**config.mk**
```make
export PLATFORM = sky130hd
export DESIGN_NAME = abf_merge
export DESIGN_NICKNAME = d
export VERILOG_FILES = /design/src/sv/abf_pkg.sv /design/src/sv/abf_merge.sv
export SDC_FILE = /design/constraint.sdc
export NUM_CORES = 1
export LEC_CHECK = 0
export BUFFER_PORTS_ARGS = -buffer_cell sky130_fd_sc_hd__clkbuf_2
export CAP_MARGIN = 10
export CORE_MARGIN = 8
export CORE_UTILIZATION = 40
export DETAILED_ROUTE_END_ITERATION = 10
export SETUP_SLACK_MARGIN = 0.3
export SLEW_MARGIN = 20
export SYNTH_ARGS = -nofsm -noshare
export SYNTH_HDL_FRONTEND = slang
export SYNTH_SLANG_ARGS = --single-unit
```
**constraint.sdc**
```tcl
create_clock -name clk -period 8.73 [get_ports clk]
set_input_delay 0.4365 -clock clk [delete_from_list [all_inputs] [get_ports clk]]
set_output_delay 0.4365 -clock clk [all_outputs]
set_load 0.02 [all_outputs]
```
**src/sv/abf_pkg.sv**
```systemverilog
// Shared constants, exp tables and the elaboration-time exp helper.
// No dependencies; used by abf_lane, abf_merge and the top level.
package abf_pkg;

  localparam int unsigned WINDOW_DEF = 7;
  localparam int unsigned PIX_W      = 8;
  localparam int unsigned CLS_W      = 12;
  localparam int unsigned COL_ROWS   = 7;
  localparam int unsigned COL_CENTER = 3;

  localparam int unsigned LC_LIM     = 960;
  localparam int unsigned SIG_X1     = 240;
  localparam int unsigned SIG_X2     = 480;
  localparam int unsigned SIG_BASE1  = 1792;
  localparam int unsigned SIG_BASE2  = 7424;
  localparam int unsigned SIG_FLOOR  = 1280;
  localparam int unsigned RECIP3     = 43691;  // (2^17+1)/3
  localparam int unsigned RECIP5     = 52429;  // (2^18+1)/5
  localparam int unsigned ARG_LIMIT  = 3072;
  localparam int unsigned SPACE_SCL  = 8;
  localparam int unsigned WQ_W       = 17;     // Q16 weight incl. 1.0

  localparam int unsigned S_W  = 13;
  localparam int unsigned S2_W = 25;
  localparam int unsigned LC_W = 11;
  localparam int unsigned Q_W  = 12;

  localparam logic [WQ_W-1:0] EXP_INT [16] = '{
    17'd65536, 17'd24109, 17'd8869, 17'd3263, 17'd1200, 17'd442, 17'd162, 17'd60,
    17'd22, 17'd8, 17'd3, 17'd1, 17'd0, 17'd0, 17'd0, 17'd0
  };
  localparam logic [WQ_W-1:0] EXP_SIXT [16] = '{
    17'd65536, 17'd61565, 17'd57835, 17'd54331, 17'd51039, 17'd47947, 17'd45042,
    17'd42313, 17'd39750, 17'd37341, 17'd35079, 17'd32954, 17'd30957, 17'd29081,
    17'd27319, 17'd25664
  };
  localparam logic [WQ_W-1:0] EXP_FINE [16] = '{
    17'd65536, 17'd65280, 17'd65026, 17'd64772, 17'd64520, 17'd64268, 17'd64018,
    17'd63768, 17'd63520, 17'd63272, 17'd63025, 17'd62780, 17'd62535, 17'd62291,
    17'd62048, 17'd61806
  };

  // Q16 exp(-t/256); called with constant arguments only
  function automatic logic [WQ_W-1:0] exp_q16(input logic [31:0] t);
    logic [63:0] p;
    p = 64'd0;
    if (t < 32'(ARG_LIMIT)) begin
      p = 64'(EXP_INT[t[11:8]]) * 64'(EXP_SIXT[t[7:4]]);
      p = p * 64'(EXP_FINE[t[3:0]]);
      p = p + 64'h8000_0000;
    end
    return p[48:32];
  endfunction

endpackage

```
**src/sv/abf_merge.sv**
```systemverilog
// Merging stage: sums the lane totals and forms the rounded, saturated
// quotient with an 8-step restoring divider. Depends on abf_pkg.
module abf_merge #(
  parameter int unsigned WINDOW = abf_pkg::WINDOW_DEF
) (
  input  logic                                                 clk,
  input  logic                                                 rst_n,
  input  logic                                                 start,
  input  logic [WINDOW-1:0][$clog2(WINDOW*65536*255+1)-1:0]    lane_num,
  input  logic [WINDOW-1:0][$clog2(WINDOW*65536+1)-1:0]        lane_den,
  input  logic [abf_pkg::PIX_W-1:0]                            i0,
  output logic                                                 done,
  output logic [abf_pkg::PIX_W-1:0]                            res
);

  localparam int unsigned LN_W = $clog2(WINDOW*65536*255+1);
  localparam int unsigned LD_W = $clog2(WINDOW*65536+1);
  localparam int unsigned TD_W = $clog2(WINDOW*WINDOW*65536+1);
  localparam int unsigned RW   = TD_W + 9;

  localparam logic [1:0] M_IDLE = 2'd0;
  localparam logic [1:0] M_CHK  = 2'd1;
  localparam logic [1:0] M_DIV  = 2'd2;

  logic [1:0]                state_r, state_nxt;
  logic [RW-1:0]             tn_r, tn_nxt;
  logic [TD_W-1:0]           td_r, td_nxt;
  logic [RW-1:0]             rem_r, rem_nxt;
  logic [RW-1:0]             dv_r, dv_nxt;
  logic [abf_pkg::PIX_W-1:0] q_r, q_nxt;
  logic [2:0]                k_r, k_nxt;
  logic                      done_r, done_nxt;
  logic [abf_pkg::PIX_W-1:0] res_r, res_nxt;

  logic [RW-1:0]   sum_n;
  logic [TD_W-1:0] sum_d;
  logic [RW-1:0]   nn;
  logic            ge;

  always_comb begin
    sum_n = '0;
    sum_d = '0;
    for (int i = 0; i < int'(WINDOW); i++) begin
      sum_n = sum_n + RW'(lane_num[i]);
      sum_d = sum_d + TD_W'(lane_den[i]);
    end
    nn = tn_r + RW'(td_r >> 1);
    ge = rem_r >= dv_r;

    state_nxt = state_r;
    tn_nxt    = tn_r;
    td_nxt    = td_r;
    rem_nxt   = rem_r;
    dv_nxt    = dv_r;
    q_nxt     = q_r;
    k_nxt     = k_r;
    done_nxt  = 1'b0;
    res_nxt   = res_r;

    case (state_r)
      M_IDLE: begin
        if (start) begin
          tn_nxt    = sum_n;
          td_nxt    = sum_d;
          state_nxt = M_CHK;
        end
      end
      M_CHK: begin
        if (td_r == '0) begin
          // every weight vanished: pass the center pixel
          res_nxt   = i0;
          done_nxt  = 1'b1;
          state_nxt = M_IDLE;
        end else if (nn >= RW'({td_r, 8'b0})) begin
          res_nxt   = '1;
          done_nxt  = 1'b1;
          state_nxt = M_IDLE;
        end else begin
          rem_nxt   = nn;
          dv_nxt    = RW'({td_r, 7'b0});
          q_nxt     = '0;
          k_nxt     = 3'd7;
          state_nxt = M_DIV;
        end
      end
      M_DIV: begin
        if (ge) begin
          rem_nxt = rem_r - dv_r;
        end
        q_nxt  = {q_r[abf_pkg::PIX_W-2:0], ge};
        dv_nxt = dv_r >> 1;
        k_nxt  = k_r - 3'd1;
        if (k_r == 3'd0) begin
          res_nxt   = {q_r[abf_pkg::PIX_W-2:0], ge};
          done_nxt  = 1'b1;
          state_nxt = M_IDLE;
        end
      end
      default: state_nxt = M_IDLE;
    endcase
  end

  always_ff @(posedge clk) begin
    if (!rst_n) begin
      state_r <= M_IDLE;
      done_r  <= 1'b0;
    end else begin
      state_r <= state_nxt;
      done_r  <= done_nxt;
    end
    tn_r  <= tn_nxt;
    td_r  <= td_nxt;
    rem_r <= rem_nxt;
    dv_r  <= dv_nxt;
    q_r   <= q_nxt;
    k_r   <= k_nxt;
    res_r <= res_nxt;
  end

  assign done = done_r;
  assign res  = res_r;

endmodule

```
Word level (Yosys, flattened, before mapping)
Cells that the tools add are included.
{"block": "word_totals", "word_cells": 69, "reg_bits": 136, "input_bits": 333, "out_inout_bits": 9}
{"block": "classes", "n_lt_le_gt_ge": 2, "muxes": 26, "n_reduce_logical": 9, "n_eq_ne": 8, "addsub": 15}
{"op": "31-bit 2-to-1 mux", "count": 5}
{"op": "31-bit case mux with 2 select lines", "count": 2}
{"op": "22-bit by 19-bit adder with 22-bit output", "count": 3}
{"op": "31-bit by 27-bit adder with 31-bit output", "count": 2}
{"op": "30-bit by 27-bit adder with 31-bit output", "count": 1}
{"op": "31-bit by 21-bit adder with 31-bit output", "count": 1}
{"op": "31-bit by 30-bit greater-or-equal comparator with 1-bit output", "count": 1}
{"op": "31-bit greater-or-equal comparator", "count": 1}
{"op": "31-bit subtractor", "count": 1}
{"op": "29-bit by 27-bit adder with 30-bit output", "count": 1}
{"op": "28-bit by 27-bit adder with 29-bit output", "count": 1}
{"op": "27-bit by 27-bit adder with 28-bit output", "count": 1}
{"op": "8-bit 2-to-1 mux", "count": 3}
{"op": "21-bit by 19-bit adder with 22-bit output", "count": 1}
{"op": "22-bit logical NOT", "count": 1}
{"op": "20-bit by 19-bit adder with 21-bit output", "count": 1}
{"op": "19-bit by 19-bit adder with 20-bit output", "count": 1}
{"op": "8-bit case mux with 2 select lines", "count": 1}
{"op": "7-bit 2-to-1 mux", "count": 2}
{"op": "7-bit case mux with 2 select lines", "count": 1}
{"op": "2-bit inequality test, second input constant", "count": 5}
{"op": "2-bit 2-to-1 mux", "count": 4}
{"op": "3-bit 2-to-1 mux", "count": 2}
{"op": "2-bit case mux with 3 select lines", "count": 1}
{"op": "other kinds (13)", "count": 17}

Longest topological paths before layout
{"block": "logic_depth", "word_depth": 6, "mapped_depth": 19, "depth_no_buf": 19}

Worst setup path after synthesis
Ideal clock, no wire load.
{"block": "synth_path", "path_kind": "register to register", "startpoint": "reg td_r[1]", "endpoint": "reg rem_r[0], enable pin", "stages_incl_launch_ff": 20, "synth_period_minus_slack_ps": 7497, "setup_slack_ps": 1233, "arrival_ps": 7069, "path_buffers": 0, "path_cell_list": "edfxtp_1 -> ha_1 -> inv_1 -> fa_1 -> nand2b_1 -> a21oi_1 -> o211ai_1 -> a211oi_1 -> o21ai_0 -> nor2_1 -> xor2_1 -> ha_1 -> a21oi_1 -> o21ai_0 -> a2111oi_0 -> o311ai_0 -> a2111oi_0 -> nand4_1 -> o21ai_0 -> a21boi_1"}
{"block": "synth_via", "elab_chain_len": 4, "elab_cells_between_ends": 6}
{"item": "start, declared", "line": "abf_merge.sv:27", "source": "logic [TD_W-1:0] td_r, td_nxt;"}
{"item": "start signal, assigned", "line": "abf_merge.sv:112", "source": "td_r <= td_nxt;"}
{"item": "31-bit by 21-bit adder with 31-bit output", "line": "abf_merge.sv:47", "source": "nn = tn_r + RW'(td_r >> 1);"}
{"item": "31-bit by 30-bit greater-or-equal comparator with 1-bit output", "line": "abf_merge.sv:74", "source": "end else if (nn >= RW'({td_r, 8'b0})) begin"}
{"item": "2-bit inequality test (no source line)"}
{"item": "4-bit AND reduction (no source line) *"}
{"item": "end signal, assigned", "line": "abf_merge.sv:113", "source": "rem_r <= rem_nxt;"}
{"item": "end, declared", "line": "abf_merge.sv:28", "source": "logic [RW-1:0] rem_r, rem_nxt;"}
Every way passes the cells marked *; elsewhere a longest branch is shown, timed or not.
A chain may end at the register's enable or synchronous reset.

Worst setup path in the final report
{"block": "layout_path", "startpoint": "reg td_r[1]", "endpoint": "reg rem_r[10], enable pin"}
Same word-level chain as after synthesis.

==> results.json <==
{
  "drc": 0,
  "wl_per_cell_um": 15.0,
  "cts.sinks": 133,
  "cp.required_ns": 8.79,
  "post_cts_buffers": 0,
  "synthArstFlopShare_pct": 0,
  "switching_share_pct": 50.0,
  "worst_slew_margin_rel_pct": 24.4,
  "critPathMaxStageDelay_ns": 0.86,
  "clk_pin_slew_ns": 0.06,
  "grt_pass1_wl_mm": 68.4,
  "areaGrowthSynthToFinish_pct": 16.5,
  "cts_tree": "done",
  "cp_max_fo": 31,
  "hold_path.class": "in2reg",
  "layout.cells.non_filler": 2762,
  "drive_gt1_share_pct": 18.4,
  "period_share_pct": 72.7,
  "status": "complete, no violations",
  "yosysSeqAreaShare_pct": 23.1,
  "gp_congestion": 0.896,
  "htreeDepth": 4,
  "synth.top_cell.area_share_pct": 26.6,
  "p_seq_share_pct": 17.0,
  "dp.cells": 2729,
  "wl_mm": 41.3,
  "synth_area_leaders": "fa_1 (27%), edfxtp_1 (23%), inv_1 (13%)",
  "grt_max_degree": 89,
  "yosys_warnings": 0,
  "ys_types": 70,
  "leakagePower_uw": 0.0104,
  "cts_buffers": 17,
  "synthMostInstantiatedCell": "inv_1",
  "num_rows": 76,
  "hpwl_mm": 36.1,
  "grtUsageTotal_pct": 16.7,
  "drt_iter0_drc": 641,
  "overflow": 0,
  "netlist_top_cells_count": "inv_1 (602), fa_1 (228), ha_1 (133)",
  "switching_power_uw": 4410,
  "ys_ff_latch": 133,
  "die_x_um": 223,
  "finalClockSkew_ns": 0.00982,
  "p_int_uw": 4410,
  "clk_latency_ns": 0.42,
  "worst_path_max_delay_cell": "a2111oi_1",
  "port_buffers": 341,
  "cp-start-kind": "flop",
  "setup_viol": 0,
  "path_class": "reg2reg",
  "num_vias": 13300,
  "hold_viol_final": 0,
  "core_area_um2": 42800,
  "synth-edff-count": 130,
  "synth.largest_area_cell": "fa_1",
  "finalSetupTns_ns": 0,
  "pwr-share-comb_pct": 75.7,
  "worstMarginPinSlew_ns": 1.12,
  "cts_buffer_depth": 2,
  "die-area_um2": 49900,
  "die_h_um": 223,
  "drv_cap": 0,
  "rsz0062_at_grt": "false",
  "syn-cell-area_um2": 17200,
  "worstPathArrival_ns": 6.41,
  "synth_cells": 1869,
  "final-max-slew-violation-count": 0,
  "power_density_nw_per_um2": 440,
  "avgSynthCellArea_um2": 9.20,
  "cp_cell_sequence": "ha_1 > inv_1 > fa_1 > nand2b_1 > a21oi_1 > o211ai_1 > a211oi_1 > o21ai_0 > nor2_1 > xor2_1 > ha_1 > a21oi_1 > o21ai_0 > a2111oi_0 > o311ai_0 > a2111oi_1 > nand4_1 > o21ai_4 > a21boi_2 > buf_4",
  "ctsHoldBuffers": 0,
  "dr.pass1.iters": 5,
  "synth_ff_type": "edfxtp_1",
  "ir_drop_uv": 187,
  "ioPinCount": 342,
  "ant_nets": 0,
  "vias_per_cell": 4.82,
  "grt_pass1_vias": 14500,
  "cts_root_buffer": "clkbuf_16",
  "layout_min_cycle_time_ns": 6.35,
  "cts_resized": 0,
  "endpoint_kind": "flop",
  "start_util_pct": 40.2,
  "antenna_found_initial": 0,
  "timing.fmax_mhz": 158,
  "pwr-share-clk_pct": 7.3,
  "nets": 2896,
  "syn-num-nets": 2563
}
power by group through the flow:
| stage | Clock [uW] | Sequential, uW | Combinational, uW |
|---|---|---|---|
| floorplan | 0 | 1460 | 4870 |
| global placement | 0 | 1500 | 6600 |
| detailed placement | 0 | 1510 | 6670 |
| CTS | 652 | 1500 | 6730 |
| global route | 683 | 1530 | 7510 |
| finish | 643 | 1500 | 6680 |
metal layers:
metal | routed length [um] | part of all wire, % | vias to the layer above | global-route usage [%]
li1 | - | - | 6576 | -
met1 | 17600 | 43 | 6383 | 20.7
met2 | 20900 | 50 | 315 | 29.7
met3 | 1920 | 4.6 | 41 | 2.95
met4 | 945 | 2.3 | 0 | 4.52
met5 | 0 | 0 | - | 0
layout make-up:
cell class                      instances  area (um2)
Antenna cell                            1        2.50
Clock buffer                           19         433
Clock inverter                         13        85.1
Fill cell                            4149       22800
Inverter                              602        2260
Multi-Input combinational cell       1102       10900
Sequential cell                       133        3960
Tap cell                              546         683
Timing Repair Buffer                  346        1740
cells in the final DEF, fill, tap and decap left out, types with 5 or more instances in the layout:
cell and instances:
a2111oi_0 6, a211o_1 5, a211oi_1 15, a21o_1 38
a21oi_1 93, a31oi_1 10, and2_1 6, and3_1 9
buf_4 5, clkbuf_16 17, clkbuf_2 341, clkinv_2 5
edfxtp_1 130, fa_1 228, ha_1 132, inv_1 602
mux2_2 17, mux2i_1 5, nand2_1 75, nand2b_1 11
nand3_1 31, nand4_1 20, nor2_1 83, nor2b_1 12
nor3_1 12, nor4_1 13, o211ai_1 7, o21a_1 17
o21ai_0 72, o21bai_1 16, o31ai_1 6, or3_1 6
xnor2_1 63, xor2_1 28
flip-flops by register name, indices dropped and copies added (netlist names):
signal	count
rem_r	31
q_r	7
k_r	3
done	1
state_r	2
res	8
dv_r	29
tn_r	30
td_r	22
worst max-delay path, delay by kind of cell, from the launching register on:
family	cells	cell delay (ns)
compound gates	11	3.31
xor+xnor	1	0.20
fa+ha+maj	3	0.88
buf+inv	2	0.47
flops	1	0.40
simple gates	3	0.71
kinds of logic after synthesis:
logic type | synth area share [%]
xor gates and xnor gates | 4.64
buffers and inverters | 13.9
adders and majority gates | 36.2
muxes | 1.40
and+or+nand+nor | 8.62
DFF | 23.1
AOI/OAI and AO/OA | 12.1
final timing paths:
kind                                 start  slack, ns          to  cells past startpoint
worst max-delay path               td_r[1]       2.38   rem_r[10]                     20
worst min-delay path                 rst_n       0.26        done                      3
worst max register to register     td_r[1]       2.38   rem_r[10]                     20
worst min register to register  state_r[1]       0.52  state_r[1]                      2
metrics by stage:
stage	hold WS, ns	worst slack, ns	cell area, um2	power, uW	utilization (%)
after floorplan	0.464	1.23	17200	6330	-
after global placement	0.489	2.50	19500	8100	45.6
after detailed placement	0.512	2.37	19500	8180	45.6
after CTS	0.247	2.27	20000	8880	46.8
after global routing	0.273	1.87	20000	9720	46.8
final	0.265	2.38	20000	8820	46.8
Note: power is estimated with default switching activity, not from simulation.
