==> src/sv/abf_pkg.sv <==
// Shared constants, exp tables and the elaboration-time exp helper.
// No dependencies; used by abf_lane, abf_merge and the top level.
package abf_pkg;

  localparam int unsigned WINDOW_DEF = 7;
  localparam int unsigned PIX_W      = 8;
  localparam int unsigned CLS_W      = 12;
  localparam int unsigned COL_ROWS   = 7;
  localparam int unsigned COL_CENTER = 3;

  localparam int unsigned LC_LIM     = 960;
  localparam int unsigned SIG_X1     = 240;
  localparam int unsigned SIG_X2     = 480;
  localparam int unsigned SIG_BASE1  = 1792;
  localparam int unsigned SIG_BASE2  = 7424;
  localparam int unsigned SIG_FLOOR  = 1280;
  localparam int unsigned RECIP3     = 43691;  // (2^17+1)/3
  localparam int unsigned RECIP5     = 52429;  // (2^18+1)/5
  localparam int unsigned ARG_LIMIT  = 3072;
  localparam int unsigned SPACE_SCL  = 8;
  localparam int unsigned WQ_W       = 17;     // Q16 weight incl. 1.0

  localparam int unsigned S_W  = 13;
  localparam int unsigned S2_W = 25;
  localparam int unsigned LC_W = 11;
  localparam int unsigned Q_W  = 12;

  localparam logic [WQ_W-1:0] EXP_INT [16] = '{
    17'd65536, 17'd24109, 17'd8869, 17'd3263, 17'd1200, 17'd442, 17'd162, 17'd60,
    17'd22, 17'd8, 17'd3, 17'd1, 17'd0, 17'd0, 17'd0, 17'd0
  };
  localparam logic [WQ_W-1:0] EXP_SIXT [16] = '{
    17'd65536, 17'd61565, 17'd57835, 17'd54331, 17'd51039, 17'd47947, 17'd45042,
    17'd42313, 17'd39750, 17'd37341, 17'd35079, 17'd32954, 17'd30957, 17'd29081,
    17'd27319, 17'd25664
  };
  localparam logic [WQ_W-1:0] EXP_FINE [16] = '{
    17'd65536, 17'd65280, 17'd65026, 17'd64772, 17'd64520, 17'd64268, 17'd64018,
    17'd63768, 17'd63520, 17'd63272, 17'd63025, 17'd62780, 17'd62535, 17'd62291,
    17'd62048, 17'd61806
  };

  // Q16 exp(-t/256); called with constant arguments only
  function automatic logic [WQ_W-1:0] exp_q16(input logic [31:0] t);
    logic [63:0] p;
    p = 64'd0;
    if (t < 32'(ARG_LIMIT)) begin
      p = 64'(EXP_INT[t[11:8]]) * 64'(EXP_SIXT[t[7:4]]);
      p = p * 64'(EXP_FINE[t[3:0]]);
      p = p + 64'h8000_0000;
    end
    return p[48:32];
  endfunction

endpackage

==> src/sv/abf_lane.sv <==
// One window row: range argument by restoring division, exp lookups, tap
// weight and the row's weighted sums. Depends on abf_pkg.
module abf_lane #(
  parameter int unsigned WINDOW = abf_pkg::WINDOW_DEF,
  parameter int unsigned ROW    = 0
) (
  input  logic                                       clk,
  input  logic                                       rst_n,
  input  logic                                       start,
  input  logic [WINDOW-1:0][abf_pkg::PIX_W-1:0]      row_pix,
  input  logic [abf_pkg::PIX_W-1:0]                  i0,
  input  logic signed [abf_pkg::LC_W-1:0]            lc,
  input  logic [abf_pkg::S2_W-1:0]                   s2,
  output logic                                       done,
  output logic [$clog2(WINDOW*65536*255+1)-1:0]      num,
  output logic [$clog2(WINDOW*65536+1)-1:0]          den
);

  localparam int unsigned LN_W = $clog2(WINDOW*65536*255+1);
  localparam int unsigned LD_W = $clog2(WINDOW*65536+1);
  localparam int unsigned CW   = $clog2(WINDOW);
  localparam int HALF = int'(WINDOW / 2);
  localparam int DY   = int'(ROW) - HALF;
  localparam int unsigned WQ = abf_pkg::WQ_W;

  localparam logic [2:0] L_IDLE = 3'd0;
  localparam logic [2:0] L_SQ   = 3'd1;
  localparam logic [2:0] L_NUM  = 3'd2;
  localparam logic [2:0] L_DIV  = 3'd3;
  localparam logic [2:0] L_E1   = 3'd4;
  localparam logic [2:0] L_E2   = 3'd5;
  localparam logic [2:0] L_W    = 3'd6;
  localparam logic [2:0] L_ACC  = 3'd7;

  logic [WQ-1:0] sw [WINDOW];

  for (genvar c = 0; c < WINDOW; c++) begin : g_sw
    localparam int DX = c - HALF;
    localparam logic [WQ-1:0] SWC =
      abf_pkg::exp_q16(32'(abf_pkg::SPACE_SCL * (DX*DX + DY*DY)));
    assign sw[c] = SWC;
  end

  logic [2:0]                    state_r, state_nxt;
  logic [CW-1:0]                 col_r, col_nxt;
  logic [abf_pkg::PIX_W-1:0]     i1_r, i1_nxt;
  logic [27:0]                   ad2_r, ad2_nxt;
  logic [36:0]                   rem_r, rem_nxt;
  logic [35:0]                   dv_r, dv_nxt;
  logic [abf_pkg::Q_W-1:0]       q_r, q_nxt;
  logic [3:0]                    k_r, k_nxt;
  logic                          zero_r, zero_nxt;
  logic [33:0]                   p1_r, p1_nxt;
  logic [WQ-1:0]                 e_r, e_nxt;
  logic [WQ-1:0]                 w_r, w_nxt;
  logic [LN_W-1:0]               num_r, num_nxt;
  logic [LD_W-1:0]               den_r, den_nxt;
  logic                          done_r, done_nxt;

  logic [abf_pkg::PIX_W-1:0] i1;
  logic signed [15:0]        d;
  logic [13:0]               ad;
  logic [40:0]               n_full;
  logic [37:0]               lim;
  logic                      ge;
  logic [50:0]               p2s;
  logic [33:0]               pw;

  always_comb begin
    i1     = row_pix[col_r];
    d      = $signed({3'b000, i0, 5'b00000}) - $signed({3'b000, i1, 5'b00000})
             - $signed({{5{lc[abf_pkg::LC_W-1]}}, lc});
    ad     = d[15] ? 14'(-d) : d[13:0];
    n_full = {ad2_r, 13'b0} + 41'(s2 >> 1);
    lim    = {2'b00, s2, 11'b0} + {3'b000, s2, 10'b0};
    ge     = rem_r >= 37'(dv_r);
    p2s    = 51'(p1_r) * 51'(abf_pkg::EXP_FINE[q_r[3:0]]) + 51'(32'h8000_0000);
    pw     = 34'(sw[col_r]) * 34'(e_r) + 34'd32768;

    state_nxt = state_r;
    col_nxt   = col_r;
    i1_nxt    = i1_r;
    ad2_nxt   = ad2_r;
    rem_nxt   = rem_r;
    dv_nxt    = dv_r;
    q_nxt     = q_r;
    k_nxt     = k_r;
    zero_nxt  = zero_r;
    p1_nxt    = p1_r;
    e_nxt     = e_r;
    w_nxt     = w_r;
    num_nxt   = num_r;
    den_nxt   = den_r;
    done_nxt  = done_r;

    case (state_r)
      L_IDLE: begin
        if (start) begin
          num_nxt   = '0;
          den_nxt   = '0;
          col_nxt   = '0;
          done_nxt  = 1'b0;
          state_nxt = L_SQ;
        end
      end
      L_SQ: begin
        i1_nxt    = i1;
        ad2_nxt   = 28'(ad) * 28'(ad);
        state_nxt = L_NUM;
      end
      L_NUM: begin
        q_nxt = '0;
        // out-of-range argument: exp is zero, skip the divide
        if (n_full >= 41'(lim)) begin
          zero_nxt  = 1'b1;
          state_nxt = L_E1;
        end else begin
          zero_nxt  = 1'b0;
          rem_nxt   = n_full[36:0];
          dv_nxt    = {s2, 11'b0};
          k_nxt     = 4'd11;
          state_nxt = L_DIV;
        end
      end
      L_DIV: begin
        if (ge) begin
          rem_nxt = rem_r - 37'(dv_r);
        end
        q_nxt  = {q_r[abf_pkg::Q_W-2:0], ge};
        dv_nxt = dv_r >> 1;
        k_nxt  = k_r - 4'd1;
        if (k_r == 4'd0) begin
          state_nxt = L_E1;
        end
      end
      L_E1: begin
        p1_nxt    = 34'(abf_pkg::EXP_INT[q_r[11:8]]) * 34'(abf_pkg::EXP_SIXT[q_r[7:4]]);
        state_nxt = L_E2;
      end
      L_E2: begin
        e_nxt     = zero_r ? '0 : p2s[48:32];
        state_nxt = L_W;
      end
      L_W: begin
        w_nxt     = pw[32:16];
        state_nxt = L_ACC;
      end
      L_ACC: begin
        num_nxt = num_r + LN_W'(25'(w_r) * 25'(i1_r));
        den_nxt = den_r + LD_W'(w_r);
        if (col_r == CW'(WINDOW - 1)) begin
          done_nxt  = 1'b1;
          state_nxt = L_IDLE;
        end else begin
          col_nxt   = col_r + 1'b1;
          state_nxt = L_SQ;
        end
      end
      default: state_nxt = L_IDLE;
    endcase
  end

  always_ff @(posedge clk) begin
    if (!rst_n) begin
      state_r <= L_IDLE;
      done_r  <= 1'b0;
    end else begin
      state_r <= state_nxt;
      done_r  <= done_nxt;
    end
    col_r  <= col_nxt;
    i1_r   <= i1_nxt;
    ad2_r  <= ad2_nxt;
    rem_r  <= rem_nxt;
    dv_r   <= dv_nxt;
    q_r    <= q_nxt;
    k_r    <= k_nxt;
    zero_r <= zero_nxt;
    p1_r   <= p1_nxt;
    e_r    <= e_nxt;
    w_r    <= w_nxt;
    num_r  <= num_nxt;
    den_r  <= den_nxt;
  end

  assign done = done_r;
  assign num  = num_r;
  assign den  = den_r;

endmodule

==> config.mk <==
export PLATFORM = sky130hd
export DESIGN_NAME = abf_lane
export DESIGN_NICKNAME = d
export VERILOG_FILES = /design/src/sv/abf_pkg.sv /design/src/sv/abf_lane.sv
export SDC_FILE = /design/constraint.sdc
export NUM_CORES = 2
export LEC_CHECK = 0
export ABC_AREA = 0
export BUFFER_PORTS_ARGS = -buffer_cell sky130_fd_sc_hd__buf_2
export CORE_ASPECT_RATIO = 1.4
export CORE_UTILIZATION = 40
export CTS_BUF_LIST = sky130_fd_sc_hd__clkbuf_8
export DETAILED_ROUTE_END_ITERATION = 10
export SLEW_MARGIN = 30
export SYNTH_ARGS = -nofsm -noshare
export SYNTH_HDL_FRONTEND = slang
export SYNTH_SLANG_ARGS = --single-unit
==> constraint.sdc <==
create_clock -name clk -period 11.45 [get_ports clk]
set_input_delay 2.29 -clock clk [delete_from_list [all_inputs] [get_ports clk]]
set_output_delay 2.29 -clock clk [all_outputs]
set_load 0.01 [all_outputs]
**Word-level counts from Yosys, hierarchy flattened**

Memory sizes are Yosys's and may differ from the RTL's.
Index checks and enable logic that the tools add are counted.

- Register bits after elaboration: 247
- ROM bits: 952
- Word-level logic and storage cells: 106
- Memories: 4

- Add/sub/neg operators: 12
- Multipliers: 5
- $lt $le $gt $ge: 7
- Equality and inequality tests: 14
- Mux-type cells: 35
- Bitwise operators: 4
- Reductions and logical operators: 10

Memory list:

| name | words | width | rd ports | clocked after Yosys merged registers in | write ports | line | RTL |
|---|---|---|---|---|---|---|---|
| (no name shown) | 16 | 17 | 1 | 0 | 0 | abf_lane.sv:137 | `p1_nxt = 34'(abf_pkg::EXP_INT[q_r[11:8]]) * 34'(abf_pkg::EXP_SIXT[q_r[7:4]]);` |
| (no name shown) | 16 | 17 | 1 | 0 | 0 | abf_lane.sv:137 |  |
| (no name shown) | 16 | 17 | 1 | 0 | 0 | abf_lane.sv:77 | `p2s = 51'(p1_r) * 51'(abf_pkg::EXP_FINE[q_r[3:0]]) + 51'(32'h8000_0000);` |
| (no name shown) | 8 | 17 | 1 | 0 | 0 | abf_lane.sv:78 | `pw = 34'(sw[col_r]) * 34'(e_r) + 34'd32768;` |

Operators with widths:

| cell | count |
|---|---|
| $mux 17 | 8 |
| $mux 37 | 2 |
| $pmux 37 s2 | 1 |
| $pmux 36 s2 | 1 |
| $pmux 27 s2 | 1 |
| $add 49x32->49 const B | 1 |
| $mul 34x17->49 | 1 |
| $add 41x24->41 | 1 |
| $ge 41x37->1 | 1 |
| $pmux 19 s2 | 1 |
| $add 36x35->37 | 1 |
| $ge 37x36->1 | 1 |
| $sub 37x36->37 | 1 |
| $mux 36 | 1 |
| $mul 17x17->34 | 1 |
| $add 33x16->33 const B | 1 |
| $mul 17x17->33 | 1 |
| $mul 14x14->28 | 1 |
| $add 27x25->27 | 1 |
| $mux 27 | 1 |
| $mul 17x8->25 | 1 |
| $bmux 8 s3 | 1 |
| $pmux 12 s2 | 1 |
| $pmux 3 s8 | 1 |
| 29 further kinds | 55 |

**Logic depth before layout (Yosys ltp)**

- Word-level depth: 7
- Gate-level depth with buffers: 47
- Gate-level depth less buffers: 45

**Worst setup path before layout**

No wires, ideal clock.

- Path kind: input to register
- Start: input port row_pix[25] (netlist name)
- End: register ad2_r[26] (data pin)
- Library setup time: 0.265 ns
- Arrival time: 11.195 ns
- Required time: 11.185 ns
- Slack: -0.010 ns
- Cell stages on the path: 40
- Cells stage by stage: mux4_2 > nor2_1 > a21o_1 > ha_1 > a21o_1 > a21o_1 > a21oi_1 > nor2b_1 > o21ai_0 > nand2b_1 > a21oi_1 > xnor2_1 > ha_1 > o21ai_0 > o21a_1 > nand2_1 > xnor2_1 > clkinv_1 > (+4 left out) > fa_1 > inv_1 > fa_1 > inv_1 > fa_1 > fa_1 > fa_1 > ha_1 > a21o_1 > a21o_1 > a21o_1 > a21oi_1 > nor3b_1 > nand3_1 > a41o_1 > a31oi_1 > nand4bb_1 > nand4_1

- Cells in the longest elaborated chain, start to end: 7

RTL lines:

| what | line | RTL |
|---|---|---|
| start, declared | abf_lane.sv:10 | `input logic [WINDOW-1:0][abf_pkg::PIX_W-1:0] row_pix,` |
| $bmux 8 s3 (*) | abf_lane.sv:70 | `i1 = row_pix[col_r];` |
| $mux 8 (implied by the code) (*) | abf_lane.sv:70 |  |
| $sub 13x13->14 (*) | abf_lane.sv:71 | `d = $signed({3'b000, i0, 5'b00000}) - $signed({3'b000, i1, 5'b00000})` |
| $sub 14x11->15 (*) | abf_lane.sv:72 | `- $signed({{5{lc[abf_pkg::LC_W-1]}}, lc});` |
| $neg 14->14 | abf_lane.sv:73 | `ad = d[15] ? 14'(-d) : d[13:0];` |
| $mux 14 (*) | abf_lane.sv:73 |  |
| $mul 14x14->28 (*) | abf_lane.sv:108 | `ad2_nxt = 28'(ad) * 28'(ad);` |
| end signal, assigned | abf_lane.sv:173 | `ad2_r <= ad2_nxt;` |
| end, declared | abf_lane.sv:47 | `logic [27:0] ad2_r, ad2_nxt;` |

Every way passes the cells marked *; elsewhere a longest branch is shown, timed or not. The select of a mux whose other input is x is not followed.
A chain may end at the register's enable or synchronous reset.

**Worst setup path in the final report**

- Start: input port row_pix[32] (netlist name)
- End: register ad2_r[26] (data pin)

- Cells in the longest elaborated chain, start to end: 7

RTL lines:

| what | line | RTL |
|---|---|---|
| $bmux 8 s3 (*) | abf_lane.sv:70 |  |
| $mux 8 (implied by the code) (*) | abf_lane.sv:70 |  |
| net i1 (one bit) | abf_lane.sv:60 | `logic [abf_pkg::PIX_W-1:0] i1;` |
| $sub 13x13->14 (*) | abf_lane.sv:71 |  |
| $sub 14x11->15 (*) | abf_lane.sv:72 |  |
| $neg 14->14 | abf_lane.sv:73 |  |
| $mux 14 (*) | abf_lane.sv:73 |  |
| $mul 14x14->28 (*) | abf_lane.sv:108 |  |

The timed path passes the listed nets; every way through them passes the cells marked *. The select of a mux whose other input is x is not followed.

==> flow_summary.json <==
{
  "layout_common_cells": "inv_1, fa_1, ha_1",
  "slowest_stage": "fa_1",
  "die-area_um2": 149000,
  "critPathLaunchType": "input pin",
  "cts-root-buf": "clkbuf_8",
  "ys.warnings.count": 0,
  "critical_path_required_ns": 11.91,
  "min_to": "dv_r[34]$_DFFE_PP_",
  "cpMostUsedCell": "fa_1",
  "clkTransAtPathRegs_ns": 0.06,
  "wirelength_mm": 163,
  "viasPerCell": 5.16,
  "gp_congestion": 0.920,
  "wl_per_cell_um": 18.8,
  "synth_edf_count": 242,
  "ys_ff_latch": 246,
  "endpoint_kind": "register",
  "criticalPathCategory": "input pin to register",
  "drc_errors": 0,
  "htree_levels": 2,
  "async_flop_share": 0,
  "grt_pass1_vias": 49100,
  "timing.rr.start": "col_r[1]$_SDFFCE_PN0P_",
  "drive_gt1_frac": 0.0848,
  "core_um2": 146000,
  "fin_crit_sh": 0.964,
  "clk_latency_ns": 0.72,
  "postSynthCellCount": 6374,
  "fin_crit_ns": 11.04,
  "ff2ff_setup_slack_ns": 1.06,
  "skew_ns": 0.0518,
  "syn-num-nets": 8267,
  "vias": 44500,
  "die_w_um": 327,
  "cpPeakStageDelay_ns": 0.57,
  "drt-pass1-iter-count": 7,
  "reg2regPathDepth": 44,
  "synthFlopType": "edfxtp_1",
  "final_common_cell": "inv_1",
  "status": "finished clean",
  "antenna_found_initial": 10,
  "area_growth_pct": 9.90,
  "drtIter0Drc": 2186,
  "hold_depth": 2,
  "rows": 166,
  "cp_max_fo": 4,
  "hold_path_class": "register to register",
  "yosysSeqAreaShare": 0.124,
  "syn_avg_cell_area_um2": 9.27,
  "slew_headroom": 0.305,
  "io_buffers": 149,
  "track_usage": 0.223,
  "hold_viol": 0,
  "nFillCells": 14300,
  "io_pins": 150,
  "die_h_um": 457,
  "grt_pass1_wl_mm": 261,
  "grt_max_degree": 81,
  "seqCellArea_um2": 7350,
  "setup_viol": 0,
  "cts_buffers": 50,
  "grt_setup_unrepaired": "true",
  "clk_path_buf_depth": 3,
  "drv_slew": 0,
  "clock.fmax_mhz": 90.6,
  "place_hpwl_mm": 135,
  "overflow": 0,
  "hp-start": "dv_r[35]$_SDFFCE_PP0P_",
  "multi_input_area_um2": 46100,
  "ys_types": 96,
  "tightest_slew_ns": 1.04,
  "nets": 8542,
  "setup_slack_ns": 0.414,
  "place_ws_ns": -0.705,
  "final_area_um2": 64900,
  "reg2reg_to": "ad2_r[26]$_DFFE_PP_",
  "ant_nets": 0,
  "initial_core_util": 0.403,
  "cts_tree": "yes",
  "arrival_ns": 11.50,
  "post_dp_cell_area_um2": 63600,
  "max_cap_viol_count": 0,
  "cts_sinks": 246,
  "synth_area_um2": 59100
}
-- cell usage after synthesis, drive strengths merged (5+ instances only) --
cell type / n / share of area
edfxtp: 242 / 0.12
inv: 1347 / 0.086
o31a: 7 / 0.0010
or4: 5 / 0.00064
buf: 14 / 0.0011
or3: 26 / 0.0028
nor2b: 85 / 0.0090
a31o: 9 / 0.0013
mux4: 8 / 0.0031
a211oi: 23 / 0.0030
o21a: 40 / 0.0051
nor4b: 5 / 0.00085
ha: 730 / 0.15
nand2b: 53 / 0.0056
xnor2: 133 / 0.020
nand3b: 5 / 0.00064
nor3: 61 / 0.0052
a311oi: 6 / 0.00089
nand3: 65 / 0.0056
nand2: 703 / 0.045
nor2: 442 / 0.028
nor3b: 16 / 0.0020
o211ai: 22 / 0.0029
or2: 7 / 0.00074
fa: 1060 / 0.36
xor2: 78 / 0.012
o21ai: 172 / 0.015
a21boi: 17 / 0.0022
mux2i: 19 / 0.0032
a21o: 120 / 0.015
a2111oi: 9 / 0.0015
o21bai: 22 / 0.0028
mux2: 5 / 0.00095
a31oi: 22 / 0.0024
and4: 7 / 0.0010
o311ai: 5 / 0.00074
clkinv: 7 / 0.00044
o31ai: 16 / 0.0023
a21oi: 189 / 0.016
and2: 208 / 0.022
and3: 105 / 0.011
nand4: 23 / 0.0024
clkbuf: 166 / 0.011
-- critical path, delay by kind of cell --
family	cells	cell delay, ns
xor gates and xnor gates	2	0.37
and+or+nand+nor	10	1.12
adders and majority gates	10	4.18
AOI/OAI and AO/OA	13	2.37
buffers and inverters	9	1.10
muxes	1	0.05
-- area by class of cell --
| class | instances | area share |
|---|---|---|
| Multi-Input combinational cell | 4594 | 0.710 |
| Tap cell | 1932 | 0.0372 |
| Antenna cell | 5 | 0.000193 |
| Timing Repair Buffer | 403 | 0.0421 |
| Clock buffer | 50 | 0.0106 |
| Sequential cell | 246 | 0.113 |
| Clock inverter | 43 | 0.00790 |
| Inverter | 1354 | 0.0783 |
-- per-layer routing --
metal	share of wire	global-route usage	routed length, um	vias up
li1	-	-	-	20600
met1	0.37	0.246	60900	22500
met2	0.54	0.429	88000	1013
met3	0.036	0.0206	5860	373
met4	0.047	0.0919	7710	2
met5	0.000068	0	11	-
-- how the worst max path moves through the flow --
stage / depth (start not counted) / to / slack [ns] / from
4_1_cts: 44 / ad2_r[26]$_DFFE_PP_ / 0.05 / row_pix[32]
2_1_floorplan: 40 / ad2_r[26]$_DFFE_PP_ / 0.12 / row_pix[25]
5_1_grt: 44 / ad2_r[26]$_DFFE_PP_ / -0.07 / row_pix[32]
3_3_place_gp: 44 / ad2_r[26]$_DFFE_PP_ / -0.65 / row_pix[32]
3_5_place_dp: 44 / ad2_r[26]$_DFFE_PP_ / -0.71 / row_pix[32]
6_report: 45 / ad2_r[26]$_DFFE_PP_ / 0.41 / row_pix[32]
-- metrics by stage --
stage          TNS (ns)  hold WS [ns]  instances   util
2_1_floorplan         0         0.522       6374      -
3_3_place_gp      -6.38         0.535       8527  0.434
3_5_place_dp      -6.97         0.544       8528  0.435
4_1_cts               0         0.558       8621  0.443
5_1_grt          -0.144         0.588       8625  0.443
6_report              0         0.554       8627  0.443
-- registers in the layout, indices dropped and copies added, names as in the netlist --
register  flops
dv_r         36
done          1
i1_r          8
rem_r        37
state_r       3
ad2_r        27
k_r           4
w_r          17
col_r         3
q_r          12
p1_r         34
den          19
num          27
e_r          17
zero_r        1
-- kinds of logic (layout without fill, tap and decap cells) --
logic type | Yosys count | count (layout) | share of synthesized area
compound gates | 730 | 730 | 0.0802
xor+xnor | 211 | 211 | 0.0317
fa+ha+maj | 1790 | 1790 | 0.514
buf+inv | 1534 | 1850 | 0.0977
flops | 246 | 246 | 0.124
mux | 32 | 32 | 0.00722
other cells | 0 | 5 | 0
simple gates | 1831 | 1831 | 0.145
-- timing repair --
action,CTS,global route
hold buffers,0,0
buffers inserted,0,1
gates resized for setup,0,11
setup endpoints to repair,0,12
Power is left out: the tool's default activity adds up to more than one toggle a clock period on the data nets, which glitch-free logic cannot reach.
